<file path="src/rtl/rle8d_pkg.sv">
// Package for the RLE8 bitmap decoder: beat structs, config struct,
// decode phase encoding and register indexes. No dependencies.
`timescale 1ns / 1ps

package rle8d_pkg;

   localparam int CSR_ADDR_W  = 2;
   localparam int CSR_DATA_W  = 14;
   localparam int REQ_TDATA_W = 8;
   localparam int RSP_TDATA_W = 72;
   localparam int ADDR_W      = 28;

   localparam logic [CSR_ADDR_W-1:0] CSR_IMAGE_HEIGHT = 2'd0;
   localparam logic [CSR_ADDR_W-1:0] CSR_ROW_PITCH    = 2'd1;
   localparam logic [CSR_ADDR_W-1:0] CSR_ORIGIN_X     = 2'd2;
   localparam logic [CSR_ADDR_W-1:0] CSR_ORIGIN_Y     = 2'd3;

   localparam logic [12:0] IMAGE_HEIGHT_RESET = 13'd1;

   typedef enum logic [2:0] {
      PH_CODE   = 3'd0,
      PH_SECOND = 3'd1,
      PH_DX     = 3'd2,
      PH_DY     = 3'd3,
      PH_ABS    = 3'd4,
      PH_PAD    = 3'd5
   } phase_type;

   typedef struct packed {
      logic [7:0] data_byte;
      logic       starts_image;
   } req_beat_type;

   typedef struct packed {
      logic              image_done;
      logic [7:0]        palette_index;
      logic [7:0]        run_length;
      logic [ADDR_W-1:0] byte_address;
      logic [11:0]       pixel_column;
      logic [11:0]       pixel_row;
   } rsp_beat_type;

   typedef struct packed {
      logic [12:0] image_height;
      logic [13:0] row_pitch;
      logic [11:0] origin_x;
      logic [11:0] origin_y;
   } cfg_type;

endpackage

</file>
<file path="src/rtl/rle8d_in_stage.sv">
// Input register for the RLE8 decoder: holds one request beat until decode
// takes it. Depends on rle8d_pkg.
`timescale 1ns / 1ps

module rle8d_in_stage (
   input  logic                     clock,
   input  logic                     reset,
   input  logic                     in_valid,
   output logic                     in_ready,
   input  rle8d_pkg::req_beat_type  in_beat,
   input  logic                     advance,
   output logic                     beat_valid,
   output rle8d_pkg::req_beat_type  beat
);

   logic                    valid_ff;
   logic                    valid_in;
   rle8d_pkg::req_beat_type beat_ff;

   assign in_ready   = !valid_ff || advance;
   assign beat_valid = valid_ff;
   assign beat       = beat_ff;

   always_comb begin
      valid_in = valid_ff && !advance;
      if (in_valid && in_ready) begin
         valid_in = 1'b1;
      end
   end

   always_ff @(posedge clock) begin
      if (reset) begin
         valid_ff <= 1'b0;
      end else begin
         valid_ff <= valid_in;
      end
   end

   always_ff @(posedge clock) begin
      if (in_valid && in_ready) begin
         beat_ff <= in_beat;
      end
   end

endmodule

</file>
<file path="src/rtl/rle8d_decode.sv">
// Decode state and single-pass RLE8 decode: phase, position and run state,
// write address computation. Depends on rle8d_pkg.
`timescale 1ns / 1ps

module rle8d_decode #(
   parameter int MAX_DIMENSION = 4096
) (
   input  logic                     clock,
   input  logic                     reset,
   input  rle8d_pkg::cfg_type       cfg,
   input  logic                     advance,
   input  rle8d_pkg::req_beat_type  beat,
   output logic                     res_valid,
   output rle8d_pkg::rsp_beat_type  res
);

   localparam int ROW_W  = $clog2(MAX_DIMENSION);
   localparam int COL_W  = $clog2(MAX_DIMENSION + 1);
   localparam int CMP_W  = ((COL_W > 8) ? COL_W : 8) + 1;
   localparam int DY_W   = (ROW_W > 8) ? ROW_W : 8;
   localparam int HT_W   = 17;
   localparam int SUM_W  = ((ROW_W > 12) ? ROW_W : 12) + 1;
   localparam int PROD_W = 14 + SUM_W;
   localparam int ACC_W  = (PROD_W + 1 > rle8d_pkg::ADDR_W) ? PROD_W + 1 : rle8d_pkg::ADDR_W;

   rle8d_pkg::phase_type phase_ff, phase_in;
   logic [7:0]           held_ff, held_in;
   logic [7:0]           abs_left_ff, abs_left_in;
   logic                 pad_ff, pad_in;
   logic [ROW_W-1:0]     row_ff, row_in;
   logic [COL_W-1:0]     col_ff, col_in;
   logic                 fin_ff, fin_in;

   rle8d_pkg::phase_type ph;
   logic [ROW_W-1:0]     row;
   logic [COL_W-1:0]     col;
   logic                 fin;
   logic [HT_W-1:0]      height;
   logic [ROW_W-1:0]     top_row;
   logic                 put_req;
   logic [7:0]           put_len;
   logic [7:0]           put_idx;
   logic [CMP_W-1:0]     col_sum;
   logic [CMP_W-1:0]     dx_sum;
   logic [SUM_W-1:0]     dest_row;
   logic [ACC_W-1:0]     addr_full;
   logic [31:0]          row_ext;
   logic [31:0]          col_ext;

   always_comb begin
      height = HT_W'(cfg.image_height);
      if (height == '0) begin
         height = HT_W'(1);
      end
      if (height > HT_W'(MAX_DIMENSION)) begin
         height = HT_W'(MAX_DIMENSION);
      end
      top_row = ROW_W'(height - HT_W'(1));
   end

   always_comb begin
      ph          = phase_ff;
      row         = row_ff;
      col         = col_ff;
      fin         = fin_ff;
      phase_in    = phase_ff;
      held_in     = held_ff;
      abs_left_in = abs_left_ff;
      pad_in      = pad_ff;
      if (beat.starts_image) begin
         ph          = rle8d_pkg::PH_CODE;
         row         = top_row;
         col         = '0;
         fin         = 1'b0;
         phase_in    = rle8d_pkg::PH_CODE;
         held_in     = '0;
         abs_left_in = '0;
         pad_in      = 1'b0;
      end
      row_in    = row;
      col_in    = col;
      fin_in    = fin;
      res_valid = 1'b0;
      res       = '0;
      put_req   = 1'b0;
      put_len   = 8'd1;
      put_idx   = beat.data_byte;
      dx_sum    = CMP_W'(col) + CMP_W'(beat.data_byte);

      if (!fin) begin
         unique case (ph)
            rle8d_pkg::PH_CODE: begin
               held_in  = beat.data_byte;
               phase_in = rle8d_pkg::PH_SECOND;
            end
            rle8d_pkg::PH_SECOND: begin
               phase_in = rle8d_pkg::PH_CODE;
               if (held_in != 8'd0) begin
                  put_req = 1'b1;
                  put_len = held_in;
               end else if (beat.data_byte == 8'd0) begin
                  if (row == '0) begin
                     res_valid      = 1'b1;
                     res.image_done = 1'b1;
                     fin_in         = 1'b1;
                  end else begin
                     row_in = row - ROW_W'(1);
                     col_in = '0;
                  end
               end else if (beat.data_byte == 8'd1) begin
                  res_valid      = 1'b1;
                  res.image_done = 1'b1;
                  fin_in         = 1'b1;
               end else if (beat.data_byte == 8'd2) begin
                  phase_in = rle8d_pkg::PH_DX;
               end else begin
                  abs_left_in = beat.data_byte;
                  pad_in      = beat.data_byte[0];
                  phase_in    = rle8d_pkg::PH_ABS;
               end
            end
            rle8d_pkg::PH_DX: begin
               if (dx_sum > CMP_W'(MAX_DIMENSION)) begin
                  col_in = COL_W'(MAX_DIMENSION);
               end else begin
                  col_in = COL_W'(dx_sum);
               end
               phase_in = rle8d_pkg::PH_DY;
            end
            rle8d_pkg::PH_DY: begin
               phase_in = rle8d_pkg::PH_CODE;
               if (DY_W'(beat.data_byte) > DY_W'(row)) begin
                  res_valid      = 1'b1;
                  res.image_done = 1'b1;
                  fin_in         = 1'b1;
               end else begin
                  row_in = ROW_W'(DY_W'(row) - DY_W'(beat.data_byte));
               end
            end
            rle8d_pkg::PH_ABS: begin
               if (abs_left_in != 8'd0) begin
                  abs_left_in = abs_left_in - 8'd1;
               end
               if (abs_left_in == 8'd0) begin
                  phase_in = pad_in ? rle8d_pkg::PH_PAD : rle8d_pkg::PH_CODE;
               end
               put_req = 1'b1;
            end
            rle8d_pkg::PH_PAD: begin
               pad_in   = 1'b0;
               phase_in = rle8d_pkg::PH_CODE;
            end
            default: begin
               phase_in = rle8d_pkg::PH_CODE;
            end
         endcase
      end

      col_sum   = CMP_W'(col) + CMP_W'(put_len);
      dest_row  = SUM_W'(row) + SUM_W'(cfg.origin_y);
      addr_full = ACC_W'(cfg.row_pitch) * ACC_W'(dest_row)
                  + ACC_W'(cfg.origin_x) + ACC_W'(col);
      row_ext   = 32'(row);
      col_ext   = 32'(col);

      if (put_req) begin
         if (col_sum > CMP_W'(MAX_DIMENSION)) begin
            col_in = COL_W'(MAX_DIMENSION);
         end else begin
            res_valid         = 1'b1;
            res.pixel_row     = row_ext[11:0];
            res.pixel_column  = col_ext[11:0];
            res.byte_address  = addr_full[rle8d_pkg::ADDR_W-1:0];
            res.run_length    = put_len;
            res.palette_index = put_idx;
            col_in            = COL_W'(col_sum);
         end
      end
   end

   always_ff @(posedge clock) begin
      if (reset) begin
         phase_ff    <= rle8d_pkg::PH_CODE;
         held_ff     <= '0;
         abs_left_ff <= '0;
         pad_ff      <= 1'b0;
         row_ff      <= '0;
         col_ff      <= '0;
         fin_ff      <= 1'b0;
      end else if (advance) begin
         phase_ff    <= phase_in;
         held_ff     <= held_in;
         abs_left_ff <= abs_left_in;
         pad_ff      <= pad_in;
         row_ff      <= row_in;
         col_ff      <= col_in;
         fin_ff      <= fin_in;
      end
   end

`ifndef NO_ASSERTIONS
   a_done_sets_finished: assert property (@(posedge clock) disable iff (reset)
      advance && res_valid && res.image_done |=> fin_ff)
      else $error("end of image did not stop decoding");

   a_finished_is_silent: assert property (@(posedge clock) disable iff (reset)
      advance && fin_ff && !beat.starts_image |-> !res_valid)
      else $error("result after end of image");

   a_column_bounded: assert property (@(posedge clock) disable iff (reset)
      col_ff <= COL_W'(MAX_DIMENSION))
      else $error("column past saturation");

   a_write_has_length: assert property (@(posedge clock) disable iff (reset)
      res_valid && !res.image_done |-> res.run_length != 8'd0)
      else $error("pixel write with zero length");
`endif

endmodule

</file>
<file path="src/rtl/rle8d_out_stage.sv">
// Result register for the RLE8 decoder: holds one response beat until the
// receiver takes it. Depends on rle8d_pkg.
`timescale 1ns / 1ps

module rle8d_out_stage (
   input  logic                     clock,
   input  logic                     reset,
   input  logic                     load,
   input  logic                     load_valid,
   input  rle8d_pkg::rsp_beat_type  load_beat,
   output logic                     ready,
   output logic                     out_valid,
   input  logic                     out_ready,
   output rle8d_pkg::rsp_beat_type  out_beat
);

   logic                    valid_ff;
   logic                    valid_in;
   rle8d_pkg::rsp_beat_type beat_ff;

   assign ready     = !valid_ff || out_ready;
   assign out_valid = valid_ff;
   assign out_beat  = beat_ff;

   always_comb begin
      if (load) begin
         valid_in = load_valid;
      end else begin
         valid_in = valid_ff && !out_ready;
      end
   end

   always_ff @(posedge clock) begin
      if (reset) begin
         valid_ff <= 1'b0;
      end else begin
         valid_ff <= valid_in;
      end
   end

   always_ff @(posedge clock) begin
      if (load && load_valid) begin
         beat_ff <= load_beat;
      end
   end

endmodule

</file>
<file path="src/rtl/bmp_rle8_decoder_core.sv">
// RLE8 bitmap stream decoder: configuration registers, input register, decode
// and result register. Depends on rle8d_pkg, rle8d_in_stage, rle8d_decode,
// rle8d_out_stage.
//
// Usage: compressed bytes of a bottom-up 8-bit bitmap enter on req_ (one per
// beat); req_tuser marks the first byte of an image. Each byte yields zero
// or one pixel-write beat on rsp_: row, column, destination byte address,
// run length and palette index; rsp_tlast marks the end-of-image beat,
// whose other fields are zero. Write csr_ registers only while idle.
// An accepted byte waits in the input register and decodes into the result
// register. Throughput: one byte per cycle while the result register can load
// (empty or rsp_tready high), set by the single decode stage.
// Reset: both registers empty, decoding at row 0 column 0 of a one-row image;
// configuration returns to height 1, pitch and origins 0.
// Stall: while rsp_tready is low the result holds, decode stops, and at most one
// further byte is taken into the input register before req_tready drops.
`timescale 1ns / 1ps

module bmp_rle8_decoder_core #(
   parameter int MAX_DIMENSION = 4096
) (
   input  logic                                   clock,
   input  logic                                   reset,
   input  logic                                   req_tvalid,
   output logic                                   req_tready,
   input  logic [rle8d_pkg::REQ_TDATA_W-1:0]      req_tdata,  // data_byte[7:0]
   input  logic [0:0]                             req_tuser,  // starts_image[0]
   output logic                                   rsp_tvalid,
   input  logic                                   rsp_tready,
   // pixel_row[11:0], pixel_column[23:12], byte_address[51:24],
   // run_length[59:52], palette_index[67:60], zero[71:68]
   output logic [rle8d_pkg::RSP_TDATA_W-1:0]      rsp_tdata,
   output logic                                   rsp_tlast,  // image_done
   input  logic                                   csr_we,
   input  logic [rle8d_pkg::CSR_ADDR_W-1:0]       csr_addr,
   input  logic [rle8d_pkg::CSR_DATA_W-1:0]       csr_wdata
);

   rle8d_pkg::cfg_type       cfg_ff, cfg_in;
   rle8d_pkg::req_beat_type  in_beat;
   rle8d_pkg::req_beat_type  beat;
   rle8d_pkg::rsp_beat_type  res;
   rle8d_pkg::rsp_beat_type  out_beat;
   logic                     beat_valid;
   logic                     out_free;
   logic                     advance;
   logic                     res_valid;

   always_comb begin
      cfg_in = cfg_ff;
      if (csr_we) begin
         unique case (csr_addr)
            rle8d_pkg::CSR_IMAGE_HEIGHT: cfg_in.image_height = csr_wdata[12:0];
            rle8d_pkg::CSR_ROW_PITCH:    cfg_in.row_pitch    = csr_wdata[13:0];
            rle8d_pkg::CSR_ORIGIN_X:     cfg_in.origin_x     = csr_wdata[11:0];
            rle8d_pkg::CSR_ORIGIN_Y:     cfg_in.origin_y     = csr_wdata[11:0];
         endcase
      end
   end

   always_ff @(posedge clock) begin
      if (reset) begin
         cfg_ff.image_height <= rle8d_pkg::IMAGE_HEIGHT_RESET;
         cfg_ff.row_pitch    <= '0;
         cfg_ff.origin_x     <= '0;
         cfg_ff.origin_y     <= '0;
      end else begin
         cfg_ff <= cfg_in;
      end
   end

   assign in_beat.data_byte    = req_tdata[7:0];
   assign in_beat.starts_image = req_tuser[0];
   assign advance              = beat_valid && out_free;

   rle8d_in_stage u_in_stage (
      .clock      (clock),
      .reset      (reset),
      .in_valid   (req_tvalid),
      .in_ready   (req_tready),
      .in_beat    (in_beat),
      .advance    (advance),
      .beat_valid (beat_valid),
      .beat       (beat)
   );

   rle8d_decode #(
      .MAX_DIMENSION (MAX_DIMENSION)
   ) u_decode (
      .clock     (clock),
      .reset     (reset),
      .cfg       (cfg_ff),
      .advance   (advance),
      .beat      (beat),
      .res_valid (res_valid),
      .res       (res)
   );

   rle8d_out_stage u_out_stage (
      .clock      (clock),
      .reset      (reset),
      .load       (advance),
      .load_valid (res_valid),
      .load_beat  (res),
      .ready      (out_free),
      .out_valid  (rsp_tvalid),
      .out_ready  (rsp_tready),
      .out_beat   (out_beat)
   );

   assign rsp_tdata = {4'b0000, out_beat.palette_index, out_beat.run_length,
                       out_beat.byte_address, out_beat.pixel_column, out_beat.pixel_row};
   assign rsp_tlast = out_beat.image_done;

endmodule
</file>
<file path="config.mk">
export PLATFORM = sky130hd
export DESIGN_NAME = bmp_rle8_decoder_core
export DESIGN_NICKNAME = d
export VERILOG_FILES = /design/src/rtl/rle8d_pkg.sv /design/src/rtl/rle8d_in_stage.sv /design/src/rtl/rle8d_decode.sv /design/src/rtl/rle8d_out_stage.sv /design/src/rtl/bmp_rle8_decoder_core.sv
export SDC_FILE = /design/constraint.sdc
export NUM_CORES = 1
export LEC_CHECK = 0
export BUFFER_PORTS_ARGS = -buffer_cell sky130_fd_sc_hd__buf_2
export CORE_ASPECT_RATIO = 0.6
export CORE_MARGIN = 3
export CORE_UTILIZATION = 40
export DETAILED_ROUTE_END_ITERATION = 6
export GPL_ROUTABILITY_DRIVEN = 1
export SYNTH_ARGS = -nofsm -noshare
export SYNTH_HDL_FRONTEND = slang
export SYNTH_SLANG_ARGS = --single-unit
</file>
<file path="constraint.sdc">
create_clock -name clock -period 10.2 [get_ports clock]
set_input_delay 0.51 -clock clock [delete_from_list [all_inputs] [get_ports clock]]
set_output_delay 0.51 -clock clock [all_outputs]
set_load 0.1 [all_outputs]
</file>
Word-level counts from Yosys, hierarchy flattened
Cells that the tools add are included.

Mux-type cells: 66. Add/subtract/negate cells: 9. Multipliers: 1. $lt $le $gt $ge: 4. Reductions and logical operators: 24. Bitwise gates (word level): 1. Equal/unequal tests: 10.

Operators with widths (number): 8-bit 2-to-1 mux (15); 13-bit 2-to-1 mux (9); 12-bit 2-to-1 mux (7); 13-bit by 8-bit adder with 14-bit output (2); 27-bit by 12-bit adder with 28-bit output (1); 28-bit by 13-bit adder with 28-bit output (1); 14-bit by 13-bit > comparator with 1-bit output, second input constant (2); 14-bit by 13-bit multiplier with 27-bit output (1); 13-bit case mux with 2 select lines (1); 3-bit 2-to-1 mux (8); 12-bit case mux with 2 select lines (1); 12-bit by 1-bit subtractor with 12-bit output, second input constant (2); 1-bit 2-to-1 mux (20); 8-bit zero test (2); 8-bit case mux with 2 select lines (1); 8-bit nonzero test (2); 12-bit by 12-bit adder with 13-bit output (1); 13-bit > comparator, second input constant (1); 13-bit zero test (1); 8-bit by 12-bit > comparator with 1-bit output (1); 12-bit zero test (1); 3-bit case mux with 4 select lines (1); 12-bit by 8-bit subtractor with 12-bit output (1); 8-bit by 1-bit equality test with 1-bit output, second input constant (1); 16 further kinds (32).

Bits in registers: 177. Input bits: 30. Output and inout bits: 75.

Longest topological paths before layout
Word-level depth: 15. Mapped depth: 38.

Modules after synthesis
From an unflattened synthesis, not the netlist that was laid out.

Cell total of the unflattened synthesis: 2048. Area total of the unflattened synthesis: 18218.7 µm².

By module, submodules not included: rle8d_decode (cells each 1768, area each 13665.6 µm², instances 1); rle8d_out_stage (cells each 74, area each 2132.0 µm², instances 1); bmp_rle8_decoder_core (cells each 192, area each 2095.8 µm², instances 1); rle8d_in_stage (cells each 14, area each 325.3 µm², instances 1).

Worst setup path before layout
OpenSTA, ideal clock, no wires.

Path type: reg-to-reg. From: register cfg_ff[40] in the netlist's numbering. To: register u_out_stage.beat_ff, in the netlist u_out_stage.out_beat[48] (data pin). Period minus slack after synthesis: 9.005 ns. Setup slack: 1.195 ns. Arrival time: 8.797 ns. Library setup time: 0.207 ns. Stages on the path, launching flop included: 35. Cell sequence: dfxtp_1 > buf_6 > nor4_1 > a41o_1 > nand2_1 > ha_1 > xnor2_1 > nor2_1 > a21oi_1 > inv_1 > ha_1 > a21oi_1 > o21ai_0 > a21o_1 > a21o_1 > a211oi_1 > xnor2_1 > clkbuf_1 > nand2_1 > fa_1 > fa_1 > fa_1 > inv_1 > fa_1 > fa_1 > fa_1 > ha_1 > a211o_1 > or2_2 > o211ai_1 > o211ai_1 > a41o_1 > a21oi_1 > mux2i_1 > a2111oi_0.

Longest elaborated chain between the ends: 10.

RTL lines: start, declared (RTL line bmp_rle8_decoder_core.sv:39) `rle8d_pkg::cfg_type cfg_ff, cfg_in;`; start signal, assigned (RTL line bmp_rle8_decoder_core.sv:68) `cfg_ff <= cfg_in;`; 13-bit zero test (RTL line rle8d_decode.sv:52) `if (height == '0) begin`; 13-bit 2-to-1 mux (*) (RTL line rle8d_decode.sv:52); 13-bit > comparator (RTL line rle8d_decode.sv:55) `if (height > HT_W'(MAX_DIMENSION)) begin`; 12-bit 2-to-1 mux (*) (RTL line rle8d_decode.sv:55); 12-bit by 1-bit subtractor with 12-bit output (*) (RTL line rle8d_decode.sv:58) `top_row = ROW_W'(height - HT_W'(1));`; 12-bit 2-to-1 mux (*) (RTL line rle8d_decode.sv:70) `if (beat.starts_image) begin`; net u_decode.row[2] (RTL line rle8d_decode.sv:35) `logic [ROW_W-1:0] row;`; 12-bit by 12-bit adder with 13-bit output (*) (RTL line rle8d_decode.sv:160) `dest_row = SUM_W'(row) + SUM_W'(cfg.origin_y);`; 14-bit by 13-bit multiplier with 27-bit output (*) (RTL line rle8d_decode.sv:161) `addr_full = ACC_W'(cfg.row_pitch) * ACC_W'(dest_row)`; 27-bit by 12-bit adder with 28-bit output (*) (RTL line rle8d_decode.sv:162) `+ ACC_W'(cfg.origin_x) + ACC_W'(col);`; 28-bit by 13-bit adder with 28-bit output (*) (RTL line rle8d_decode.sv:162); end signal, assigned (RTL line rle8d_out_stage.sv:43) `beat_ff <= load_beat;`; end, declared (RTL line rle8d_out_stage.sv:19) `rle8d_pkg::rsp_beat_type beat_ff;`.

The timed path passes the listed nets; every way through them passes the cells marked *. A chain may end at the register's enable or synchronous reset.

Worst setup path after layout
From: register cfg_ff[43] in the netlist's numbering. To: register u_out_stage.beat_ff, in the netlist u_out_stage.out_beat[49] (data pin).

The elaborated chain is that of the path after synthesis.

==> flow_summary.ini <==
[critical_path]
crit_path_start = cfg_ff[43]$_SDFFE_PP0P_
critPathMaxStageDelay_ns = 0.92
crit_path_frequent_cell = fa_1
cp.required_ns = 10.51
path_delay_family = adder cells
critical_path.n_buffers_inverters = 7
critical_path.slowest_cell = xnor2_1
arrival_ns = 9.88
timing.rr.start = cfg_ff[43]$_SDFFE_PP0P_
critPathMaxFanout = 11
crit_type = reg -> reg
end_kind = flip-flop
cp-start-kind = flip-flop

[sta]
slew_violations = 0
fin_crit_sh_pct = 93.8
grt_setup_unrepaired = false
hold_viol = 0
tightest_slew_ns = 1.24
finalSetupViolations = 0
max_freq_mhz = 105
min_period_ns = 9.57
setup-tns-final_ns = 0
max_slew_margin_pct = 17.0
skew_ns = 0.0134

[logic_synthesis]
synth_top_family_by_area = adder cells
synth_top_area_share_pct = 18.2
yosysSeqAreaShare_pct = 24.7
synth_seq_cells = 177
synth_compound_area_share_pct = 16.3
synth_area_leaders = fa_1, edfxtp_1, dfxtp_1
synth-simple-area-share_pct = 20.3
synth_xor_area_share_pct = 2.25
synth_top_area_cell = fa_1
synth_fa_ha_area_share_pct = 27.9
ys_warn_count = 0
avgSynthCellArea_sq_um = 8.64
synth.distinct_cells = 96
synth-async-reset-ratio_pct = 0
netlist_instances = 2027
syn_area_sq_um = 17500
synth_edf_count = 78
ys.flop_type = dfxtp_1
synth_mux_area_share_pct = 1.60

[final_layout]
final_core_util_pct = 45.3
area_delta_synth_final_pct = 10.1
fin_area_sq_um = 19300
fill_cells = 4246
drive_gt1_share_pct = 10.4
fin_nets = 2417
n_antenna_cell = 0
final_cells = 2674

[place]
placedCellCount = 2642
hpwl_um = 43600
placed_area_sq_um = 18700
place_congestion = 0.934
io_buffers = 100

[routing]
viasPerCell = 5.70
wl_um = 55600
met1Wirelength_um = 28100
ant_nets = 0
top_layer = met4
dr_wl_met2_um = 21400
firstDrtPassIters = 6
drt_iter0_drc = 1564
met3WireLength_um = 5470
vias = 15200
routedWlPerCell_um = 20.8
drc = 0

[run]
cap_viol_max_count = 0

[outcome]
run_status = finished, final reports clean

[pwr]
p_leak_nw = 8.75
total_power_mw = 2.01
peakVddDrop_mv = 0.0920
pwr_density_cell_nw_per_um2 = 104

[floorplanning]
die_w_um = 276
start_util_pct = 41.2
core_sq_um = 42500
num_rows = 58
die_y_um = 168
die_area_sq_um = 46400
io_pins = 105

[cts]
h-tree-depth = 4
clock_latency_ns = 0.46
cts-hold-fix-buffers = 0
cts_tree = built
cts_root_buf = clkbuf_16
clock_tree.buffer_depth = 2
cts.sinks = 177
cts-buffers-inserted = 17
cts_setup_buffers = 0
clkTransAtPathRegs_ns = 0.08

[global_route]
overflow = 0
grt_pass1_wl_um = 87200
first_global_vias = 14800
groute.usage.overall_pct = 24.1
grt_max_degree = 73
antenna_found_initial = 0

[worst_hold_path]
min-delay-start = req_tuser
hold_path.class = in -> reg
[cell families (layout without fill, tap and decap cells)]
| family | count (synthesis) | count (layout) |
|---|---|---|
| compound gates | 427 | 427 |
| xor+xnor | 45 | 45 |
| fa+ha+maj | 296 | 296 |
| buf+inv | 311 | 385 |
| flops | 177 | 177 |
| mux | 27 | 27 |
| other cells | 1 | 4 |
| simple gates | 743 | 743 |
[sequential cells by signal, indices dropped and copies added (netlist names)]
| signal | count |
|---|---|
| u_out_stage.out_beat | 69 |
| u_decode.row_ff | 12 |
| u_decode.pad_ff | 1 |
| u_decode.held_ff | 8 |
| cfg_ff | 51 |
| u_decode.col_ff | 13 |
| u_in_stage.beat_valid | 1 |
| u_decode.fin_ff | 1 |
| u_decode.phase_ff | 3 |
| u_decode.abs_left_ff | 8 |
| u_out_stage.out_valid | 1 |
| u_in_stage.beat | 9 |
[area by class of cell]
class                      count  area (sq um)  area share, %
multi-input combinational   1542         12000           62.5
sequential                   177          4320           22.4
inverter                     217           817           4.24
timing repair buffer         136           771           4.00
tap                          570           713           3.70
clock buffer                  18           439           2.28
clock inverter                14           176          0.915
[metal layers]
| metal | up-vias | GRT usage (%) |
|---|---|---|
| li1 | 7071 | - |
| met1 | 7510 | 38.0 |
| met2 | 614 | 32.8 |
| met3 | 37 | 6.28 |
| met4 | 0 | 4.38 |
| met5 | - | 0 |
[where the power goes]
part | internal [mW] | leakage, nW | switching [mW] | total, mW
sequential | 0.752 | 1.65 | 0.0311 | 0.783
combinational | 0.170 | 6.81 | 0.327 | 0.497
clock | 0.397 | 0.291 | 0.335 | 0.732
[synth_stat cells, types with 6 or more instances]
master,instances
or3_1,8
o21bai_1,8
mux2i_1,19
and3_1,13
nor4_1,17
or4_1,8
a22oi_1,14
clkbuf_1,82
nand4_1,13
nand2_1,289
o22ai_1,8
o21a_1,21
nor3_1,36
o2111ai_1,6
nor2_1,158
fa_1,159
a21oi_1,133
nand3_1,30
o211ai_1,13
a211oi_1,12
edfxtp_1,78
and3b_1,7
xnor2_1,31
a221oi_1,8
mux2_2,8
a21o_1,30
and2_1,59
dfxtp_1,99
a22o_1,7
nor2b_1,32
a31oi_1,12
o31ai_1,6
ha_1,137
o21ai_0,74
inv_1,215
nand2b_1,35
a41o_1,7
xor2_1,14
or2_2,11
[worst register-to-register path, delay by kind of cell (launching register included)]
kind	cells	cell delay [ns]
compound gates	9	1.83
xor+xnor	2	1.13
fa+ha+maj	9	3.88
flops	1	0.42
buf+inv	7	0.95
simple gates	6	1.24
[path summary, 6_finish.rpt]
kind,slack [ns],depth (start not counted),end
worst max-delay path,0.63,33,u_out_stage.out_beat[49]$_SDFFCE_PP0P_
worst min-delay path,0.22,1,u_in_stage.beat[0]$_DFFE_PP_
worst max register to register,0.63,33,u_out_stage.out_beat[49]$_SDFFCE_PP0P_
worst min register to register,0.46,2,cfg_ff[12]$_SDFFE_PP0P_
[cell usage in the layout (no fill, tap or decap), types with 14 or more instances in the layout]
cell type and n:
and2_1 59, fa_1 159, buf_4 36, xnor2_1 31
nand2_1 289, mux2i_1 19, a21o_1 30, nand2b_1 35
nor2b_1 32, edfxtp_1 78, nor3_1 36, ha_1 137
a22oi_1 14, inv_1 215, o21ai_0 74, nor2_1 156
clkbuf_16 17, o21a_1 21, a21oi_1 131, buf_2 100
dfxtp_1 99, nand3_1 30, nor4_1 17
[stage by stage]
step | worst slack (ns) | hold slack (ns)
after global routing | 0.0328 | 0.208
after global placement | 0.817 | 0.446
after CTS | 0.543 | 0.203
after detailed placement | 0.656 | 0.449
after floorplan | 1.20 | 0.434
final | 0.635 | 0.222
[repair_timing]
action | 4_1_cts | 5_1_grt
endpoints found under the hold margin | 0 | 0
resized for setup | 0 | 3
endpoints found under the setup margin | 0 | 1
(Power assumes the default switching activity.)
